File: src/rtl/lpwq_pkg.sv
`default_nettype none

package lpwq_pkg;

    localparam int CMD_DEPTH  = 128;
    localparam int CHAR_DEPTH = 128;

    localparam int CMD_AW  = $clog2(CMD_DEPTH);
    localparam int CMD_CW  = CMD_AW + 1;
    localparam int CHAR_AW = $clog2(CHAR_DEPTH);
    localparam int CHAR_CW = CHAR_AW + 1;

    localparam logic [CMD_AW-1:0]  CMD_LAST  = CMD_AW'(CMD_DEPTH - 1);
    localparam logic [CMD_CW-1:0]  CMD_FULL  = CMD_CW'(CMD_DEPTH);
    localparam logic [CHAR_AW-1:0] CHAR_LAST = CHAR_AW'(CHAR_DEPTH - 1);
    localparam logic [CHAR_CW-1:0] CHAR_FULL = CHAR_CW'(CHAR_DEPTH);

    localparam int INIT_LEN = 5;
    localparam int INIT_AW  = $clog2(INIT_LEN);
    localparam logic [7:0] INIT_SEQ [INIT_LEN] = '{8'd1, 8'd2, 8'd6, 8'd12, 8'd56};

    localparam int S_TDATA_W = 8;
    localparam int S_TUSER_W = 2;
    localparam int M_TDATA_W = 16;
    localparam int M_USED_W  = 11;

    typedef enum logic [1:0] {
        MODE_TICK      = 2'd0,
        MODE_PUSH_CMD  = 2'd1,
        MODE_PUSH_CHAR = 2'd2
    } mode_t;

endpackage

`default_nettype wire

File: src/rtl/lcd_priority_write_queue_top.sv
// Path: a word accepted from s_ is held in an input register, then passes to a result
// register, whose word is valid on m_; m_ back-pressure can hold it in the input register.
// Throughput: one word per cycle unless m_tready low stalls the result register; the
// input and result registers are parted by one pass of FIFO pointer and pin logic.
// Reset (aresetn low, synchronous): the command FIFO holds the five init bytes,
// the character FIFO is empty, all pins are low and the first tick drives E low.
`default_nettype none

module lcd_priority_write_queue_top (
    input  wire logic                            aclk,
    input  wire logic                            aresetn,
    input  wire logic                            s_tvalid,
    output logic                                 s_tready,
    // [7:0] data_byte
    input  wire logic [lpwq_pkg::S_TDATA_W-1:0]  s_tdata,
    // [1:0] mode
    input  wire logic [lpwq_pkg::S_TUSER_W-1:0]  s_tuser,
    output logic                                 m_tvalid,
    input  wire logic                            m_tready,
    // [0] rs_level, [1] enable_level, [9:2] bus_byte, [10] push_dropped
    output logic [lpwq_pkg::M_TDATA_W-1:0]       m_tdata
);
    import lpwq_pkg::*;

    logic                 in_valid_reg;
    logic [1:0]           in_mode_reg;
    logic [7:0]           in_byte_reg;
    logic                 advance;

    logic [7:0]           cmd_mem [CMD_DEPTH];
    logic [CMD_AW-1:0]    cmd_head_reg, cmd_head_next;
    logic [CMD_AW-1:0]    cmd_tail_reg, cmd_tail_next;
    logic [CMD_CW-1:0]    cmd_count_reg, cmd_count_next;
    logic [7:0]           cmd_rdata_reg;
    logic [INIT_LEN-1:0]  init_pend_reg;
    logic                 cmd_we;

    logic [7:0]           char_mem [CHAR_DEPTH];
    logic [CHAR_AW-1:0]   char_head_reg, char_head_next;
    logic [CHAR_AW-1:0]   char_tail_reg, char_tail_next;
    logic [CHAR_CW-1:0]   char_count_reg, char_count_next;
    logic [7:0]           char_rdata_reg;
    logic                 char_we;

    logic                 phase_reg, phase_next;
    logic                 rs_reg, rs_next;
    logic                 enable_reg, enable_next;
    logic [7:0]           bus_reg, bus_next;
    logic                 dropped;

    logic                 m_tvalid_reg;
    logic [M_TDATA_W-1:0] m_tdata_reg;

    assign advance  = in_valid_reg && (!m_tvalid_reg || m_tready);
    assign s_tready = !in_valid_reg || advance;
    assign m_tvalid = m_tvalid_reg;
    assign m_tdata  = m_tdata_reg;

    always_ff @(posedge aclk) begin
        if (!aresetn) begin
            in_valid_reg <= 1'b0;
        end else if (s_tready) begin
            in_valid_reg <= s_tvalid;
        end
    end

    always_ff @(posedge aclk) begin
        if (s_tvalid && s_tready) begin
            in_mode_reg <= s_tuser;
            in_byte_reg <= s_tdata;
        end
    end

    always_comb begin
        cmd_head_next   = cmd_head_reg;
        cmd_tail_next   = cmd_tail_reg;
        cmd_count_next  = cmd_count_reg;
        char_head_next  = char_head_reg;
        char_tail_next  = char_tail_reg;
        char_count_next = char_count_reg;
        phase_next      = phase_reg;
        rs_next         = rs_reg;
        enable_next     = enable_reg;
        bus_next        = bus_reg;
        dropped         = 1'b0;
        cmd_we          = 1'b0;
        char_we         = 1'b0;
        if (advance) begin
            case (in_mode_reg)
                MODE_PUSH_CMD: begin
                    if (cmd_count_reg == CMD_FULL) begin
                        dropped = 1'b1;
                    end else begin
                        cmd_we         = 1'b1;
                        cmd_tail_next  = (cmd_tail_reg == CMD_LAST) ? '0 : cmd_tail_reg + 1'b1;
                        cmd_count_next = cmd_count_reg + 1'b1;
                    end
                end
                MODE_PUSH_CHAR: begin
                    if (char_count_reg == CHAR_FULL) begin
                        dropped = 1'b1;
                    end else begin
                        char_we         = 1'b1;
                        char_tail_next  = (char_tail_reg == CHAR_LAST) ? '0 : char_tail_reg + 1'b1;
                        char_count_next = char_count_reg + 1'b1;
                    end
                end
                MODE_TICK: begin
                    if (!phase_reg) begin
                        if (cmd_count_reg != '0) begin
                            rs_next        = 1'b0;
                            enable_next    = 1'b1;
                            bus_next       = cmd_rdata_reg;
                            cmd_head_next  = (cmd_head_reg == CMD_LAST) ? '0 : cmd_head_reg + 1'b1;
                            cmd_count_next = cmd_count_reg - 1'b1;
                        end else if (char_count_reg != '0) begin
                            rs_next         = 1'b1;
                            enable_next     = 1'b1;
                            bus_next        = char_rdata_reg;
                            char_head_next  = (char_head_reg == CHAR_LAST) ? '0 :
                                              char_head_reg + 1'b1;
                            char_count_next = char_count_reg - 1'b1;
                        end
                        phase_next = 1'b1;
                    end else begin
                        enable_next = 1'b0;
                        phase_next  = 1'b0;
                    end
                end
                default: begin
                end
            endcase
        end
    end

    always_ff @(posedge aclk) begin
        if (!aresetn) begin
            cmd_head_reg   <= '0;
            cmd_tail_reg   <= CMD_AW'(INIT_LEN);
            cmd_count_reg  <= CMD_CW'(INIT_LEN);
            char_head_reg  <= '0;
            char_tail_reg  <= '0;
            char_count_reg <= '0;
            phase_reg      <= 1'b1;
            rs_reg         <= 1'b0;
            enable_reg     <= 1'b0;
            bus_reg        <= '0;
        end else begin
            cmd_head_reg   <= cmd_head_next;
            cmd_tail_reg   <= cmd_tail_next;
            cmd_count_reg  <= cmd_count_next;
            char_head_reg  <= char_head_next;
            char_tail_reg  <= char_tail_next;
            char_count_reg <= char_count_next;
            phase_reg      <= phase_next;
            rs_reg         <= rs_next;
            enable_reg     <= enable_next;
            bus_reg        <= bus_next;
        end
    end

    // The read port always holds the entry at the head pointer, so a pop needs no wait.
    // Init bytes that have not been overwritten yet come from the constant table.
    always_ff @(posedge aclk) begin
        if (cmd_we) begin
            cmd_mem[cmd_tail_reg] <= in_byte_reg;
        end
    end

    always_ff @(posedge aclk) begin
        if (!aresetn) begin
            init_pend_reg <= '1;
            cmd_rdata_reg <= INIT_SEQ[0];
        end else begin
            if (cmd_we && (cmd_tail_reg < CMD_AW'(INIT_LEN))) begin
                init_pend_reg[cmd_tail_reg[INIT_AW-1:0]] <= 1'b0;
            end
            if (cmd_we && (cmd_tail_reg == cmd_head_next)) begin
                cmd_rdata_reg <= in_byte_reg;
            end else if ((cmd_head_next < CMD_AW'(INIT_LEN)) &&
                         init_pend_reg[cmd_head_next[INIT_AW-1:0]]) begin
                cmd_rdata_reg <= INIT_SEQ[cmd_head_next[INIT_AW-1:0]];
            end else begin
                cmd_rdata_reg <= cmd_mem[cmd_head_next];
            end
        end
    end

    always_ff @(posedge aclk) begin
        if (char_we) begin
            char_mem[char_tail_reg] <= in_byte_reg;
        end
    end

    always_ff @(posedge aclk) begin
        if (char_we && (char_tail_reg == char_head_next)) begin
            char_rdata_reg <= in_byte_reg;
        end else begin
            char_rdata_reg <= char_mem[char_head_next];
        end
    end

    always_ff @(posedge aclk) begin
        if (!aresetn) begin
            m_tvalid_reg <= 1'b0;
        end else if (advance) begin
            m_tvalid_reg <= 1'b1;
        end else if (m_tready) begin
            m_tvalid_reg <= 1'b0;
        end
    end

    always_ff @(posedge aclk) begin
        if (advance) begin
            m_tdata_reg <= {{(M_TDATA_W - M_USED_W){1'b0}}, dropped, bus_next,
                            enable_next, rs_next};
        end
    end

endmodule

`default_nettype wire
File: config.mk
export PLATFORM = sky130hd
export DESIGN_NAME = lcd_priority_write_queue_top
export DESIGN_NICKNAME = d
export VERILOG_FILES = /design/src/rtl/lpwq_pkg.sv /design/src/rtl/lcd_priority_write_queue_top.sv
export SDC_FILE = /design/constraint.sdc
export NUM_CORES = 2
export LEC_CHECK = 0
export BUFFER_PORTS_ARGS = -buffer_cell sky130_fd_sc_hd__buf_2
export CELL_PAD_IN_SITES_DETAIL_PLACEMENT = 0
export CELL_PAD_IN_SITES_GLOBAL_PLACEMENT = 1
export CORE_MARGIN = 5
export CORE_UTILIZATION = 40
export DETAILED_ROUTE_END_ITERATION = 7
export GPL_TIMING_DRIVEN = 0
export PLACE_DENSITY = 0.59
export SLEW_MARGIN = 20
export SYNTH_ARGS = -nofsm -noshare
export SYNTH_HDL_FRONTEND = slang
export SYNTH_SLANG_ARGS = --single-unit
File: constraint.sdc
create_clock -name aclk -period 6 [get_ports aclk]
set_input_delay 0.6 -clock aclk [delete_from_list [all_inputs] [get_ports aclk]]
set_output_delay 0.6 -clock aclk [all_outputs]
set_load 0.05 [all_outputs]
==> impl_metrics.toml <==
[yosys]
yosysTopAreaCell = "sky130_fd_sc_hd__edfxtp_1"
synth.area.mux_share = 0.110
synth-adder-area-share = 0.00355
dominantRegCellSynth = "sky130_fd_sc_hd__edfxtp_1"
synthDominantCellAreaShare = 0.729
synth_cells = 5094
main_area_contributors_after_synthesis = "sky130_fd_sc_hd__edfxtp_1, sky130_fd_sc_hd__mux4_2, sky130_fd_sc_hd__nand2_1, sky130_fd_sc_hd__dfxtp_1, sky130_fd_sc_hd__nand3_1"
yosysSeqAreaShare = 0.747
compound_gate_fraction_of_synth_area = 0.0310
synth_simple_gate_area_share = 0.0860
postSynth.asyncResetShare = 0
synth.yosys.warnings = 0
synth_top_family_by_area = "multiplexers"
avg_cell_area_syn_sq_um = 16.7
number_of_synthesized_flops_with_an_enable_pin = 2069
seq_cells_post_synth = 2146
yosysUniqueCellTypes = 88
post_synth_instance_area_sq_um = 85300
synth_xor_xnor_area_share = 0.00389

[routing]
drt_first_pass_iters = 6
initialDrtViolationCount = 6951
vias_per_cell = 5.96
routed_wl_um = 306000
drt.antenna.violating_nets = 0
post-route-drc-count = 0
wire_per_inst_um = 36.0
routed-via-count = 50700

[timing]
setup_total_negative_slack_ps = -187
max_freq_mhz = 165
hold_viol = 0
layout_setup_ws_ps = -78.8
final.hold.worst_slack_ps = 458
final-max-slew-violation-count = 0
final_cycle_share = 1.01
clock_skew_ps = 37.2
unrepaired_setup_endpoints_after_global_routing = "true"
setup_viol = 4
relSlewSlack = 0.135
tightestPinTransition_ps = 1290
layout_min_cycle_time_ps = 6080

[floorplan]
rows = 169
count_of_pins_on_the_block_boundary = 32
fp.coreArea_sq_um = 212000
die_extent_in_x_um = 472
full_die_area_sq_um = 222000
start_util = 0.402
die_y_um = 472

[place]
place_area_sq_um = 91300
gpl.final_weighted_congestion = 0.964
place.detailed.instances = 8070
buffer_ports.inserted = 25
place_hpwl_um = 209000

[clocking]
tritoncts.num_buffers = 219
setup_buffers_after_cts = 0
cts_root_buf = "sky130_fd_sc_hd__clkbuf_16"
clk_path_buf_depth = 3
ctsHtreeMaxLevel = 4
numClockSinks = 2146
clock_pin_transition_on_the_worst_setup_and_hold_timing_paths_ps = 60
clock_latency_ps = 870
tritoncts = "built"

[critical_path]
cp.arrival_ps = 6740
critical_path.top_delay_family = "buffers and inverters"
crit_type = "reg -> reg"
crit_slowest_cell = "sky130_fd_sc_hd__dfxtp_1"
worst_setup_path_end_kind = "register"
worst_path_most_repeated_cell = "sky130_fd_sc_hd__buf_6"
crit_path_start_kind = "register"
critical-path-max-stage-delay_ps = 710
crit_path_max_fanout = 10
setup.reg_to_reg.worst_slack_ps = -80
timing.critical_path.buf_inv = 7
cp.required_ps = 6660
timing.critical_path.cells = "ha_1 > nand3_2 > or2_1 > a31o_1 > and2_1 > buf_6 > clkinv_4 > buf_12 > buf_6 > buf_6 > buf_4 > buf_2 > a31oi_1 > o21ai_0 > o2111ai_1 > a21oi_2 > a31oi_2"

[layout]
mostFrequentLayoutCells = "sky130_fd_sc_hd__edfxtp_1, sky130_fd_sc_hd__nand2_1, sky130_fd_sc_hd__mux4_2"
synthToLayoutAreaGrowth_pct = 15.8
fin_nets = 5517
finish.cell_count_without_fillers = 8499
mostFrequentLayoutCell = "sky130_fd_sc_hd__edfxtp_1"
final_design_area_no_fill_sq_um = 98700
drive_gt1_frac = 0.204
filler_cell_count = 18300

[global_routing]
antenna_found_initial = 15
via_count_of_the_first_global_routing_pass = 48800
grt_first_pass_wirelength_um = 415000
globalRouteOverflowTotal = 0
track_usage = 0.271
largest_net_degree_at_the_start_of_global_routing = 27

[power]
intPower_mw = 24.5
p_leak_nw = 31.6
reported_net_switching_power_mw = 6.38
share_comb_of_total_power = 0.019
finalPower_mw = 30.9
p_seq_frac = 0.533
vdd_ir_drop_max_v = 0.000290
total_power_per_unit_cell_area_nw_per_um2 = 313
power.share.switching = 0.207
clock_power_share = 0.448

[worst_hold_path]
worst_hold_path_type = "in -> reg"

[outcome]
violations = "negative setup slack"
outcome = "finished with violations"

[job]
max_cap_viol_count = 0
==> cell families (layout without fill, tap and decap cells) <==
group,after synthesis,in the layout
AO/OA/AOI/OAI,377,377
XOR/XNOR,37,37
adder cells (fa/ha/maj),23,23
buffers and inverters,332,907
flip-flops,2146,2146
multiplexers,478,478
other,1,10
AND/OR/NAND/NOR,1700,1700
==> routing by layer <==
layer / routed length (um) / global-route usage / vias up
met4: 18300 / 0.133 / 4
met2: 144000 / 0.437 / 2729
met5: 26 / 0 / -
met3: 25200 / 0.0483 / 679
li1: - / - / 20700
met1: 118000 / 0.356 / 26600
==> worst paths after layout <==
| kind | from | to | cells after the start |
|---|---|---|---|
| worst min-delay path | s_tdata[5] | in_byte_reg[5] | 2 |
| worst min register to register | init_pend_reg[3] | init_pend_reg[3] | 2 |
| worst max register to register | cmd_head_reg[0] | cmd_rdata_reg[5] | 17 |
| worst max-delay path | cmd_head_reg[0] | cmd_rdata_reg[5] | 17 |
==> Yosys cell counts (all sizes together), types with 13 or more instances <==
master  instances
edfxtp       2069
nand2         851
mux4          364
nor2          348
nand3         292
buf           188
clkbuf        120
mux2i         105
a31oi          93
dfxtp          77
and3           64
o21ai          57
a21oi          55
a311oi         40
nand4          40
and2           27
xnor2          24
inv            22
ha             21
nor3           19
a32oi          18
nor2b          13
xor2           13
==> stage by stage <==
step           utilization  setup WS (ps)
2_1_floorplan            -           1940
3_3_place_gp         0.419          -2750
3_5_place_dp         0.430           -803
4_1_cts              0.465           8.43
5_1_grt              0.465          -3.53
6_report             0.465          -78.8
==> layout make-up <==
| type | instances | area (sq um) | share of cell area |
|---|---|---|---|
| inverter | 24 | 96.3 | 0.000976 |
| antenna | 5 | 12.5 | 0.000127 |
| buffer | 305 | 1610 | 0.0163 |
| clock buffer | 278 | 5810 | 0.0588 |
| clock inverter | 136 | 1390 | 0.0141 |
| tap | 2821 | 3530 | 0.0358 |
| multi-input combinational | 2620 | 20300 | 0.205 |
| sequential | 2146 | 63700 | 0.645 |
| timing repair buffer | 164 | 2330 | 0.0236 |
==> what timing repair did <==
item	CTS	global route
hold buffers	12	0
setup endpoints to repair	8	6
endpoints found under the hold margin	12	0
cloned	0	0
resized for setup	20	8
==> power by group through the flow <==
stage | registers [mW] | clock network (mW) | logic (mW)
after floorplan | 16.9 | 0 | 0.0954
after global placement | 17.1 | 0 | 0.185
after detailed placement | 16.8 | 0 | 0.574
after CTS | 16.4 | 14.0 | 0.581
after global routing | 16.4 | 14.6 | 0.611
final | 16.4 | 13.8 | 0.585
Note: power is estimated with default switching activity, not from simulation.
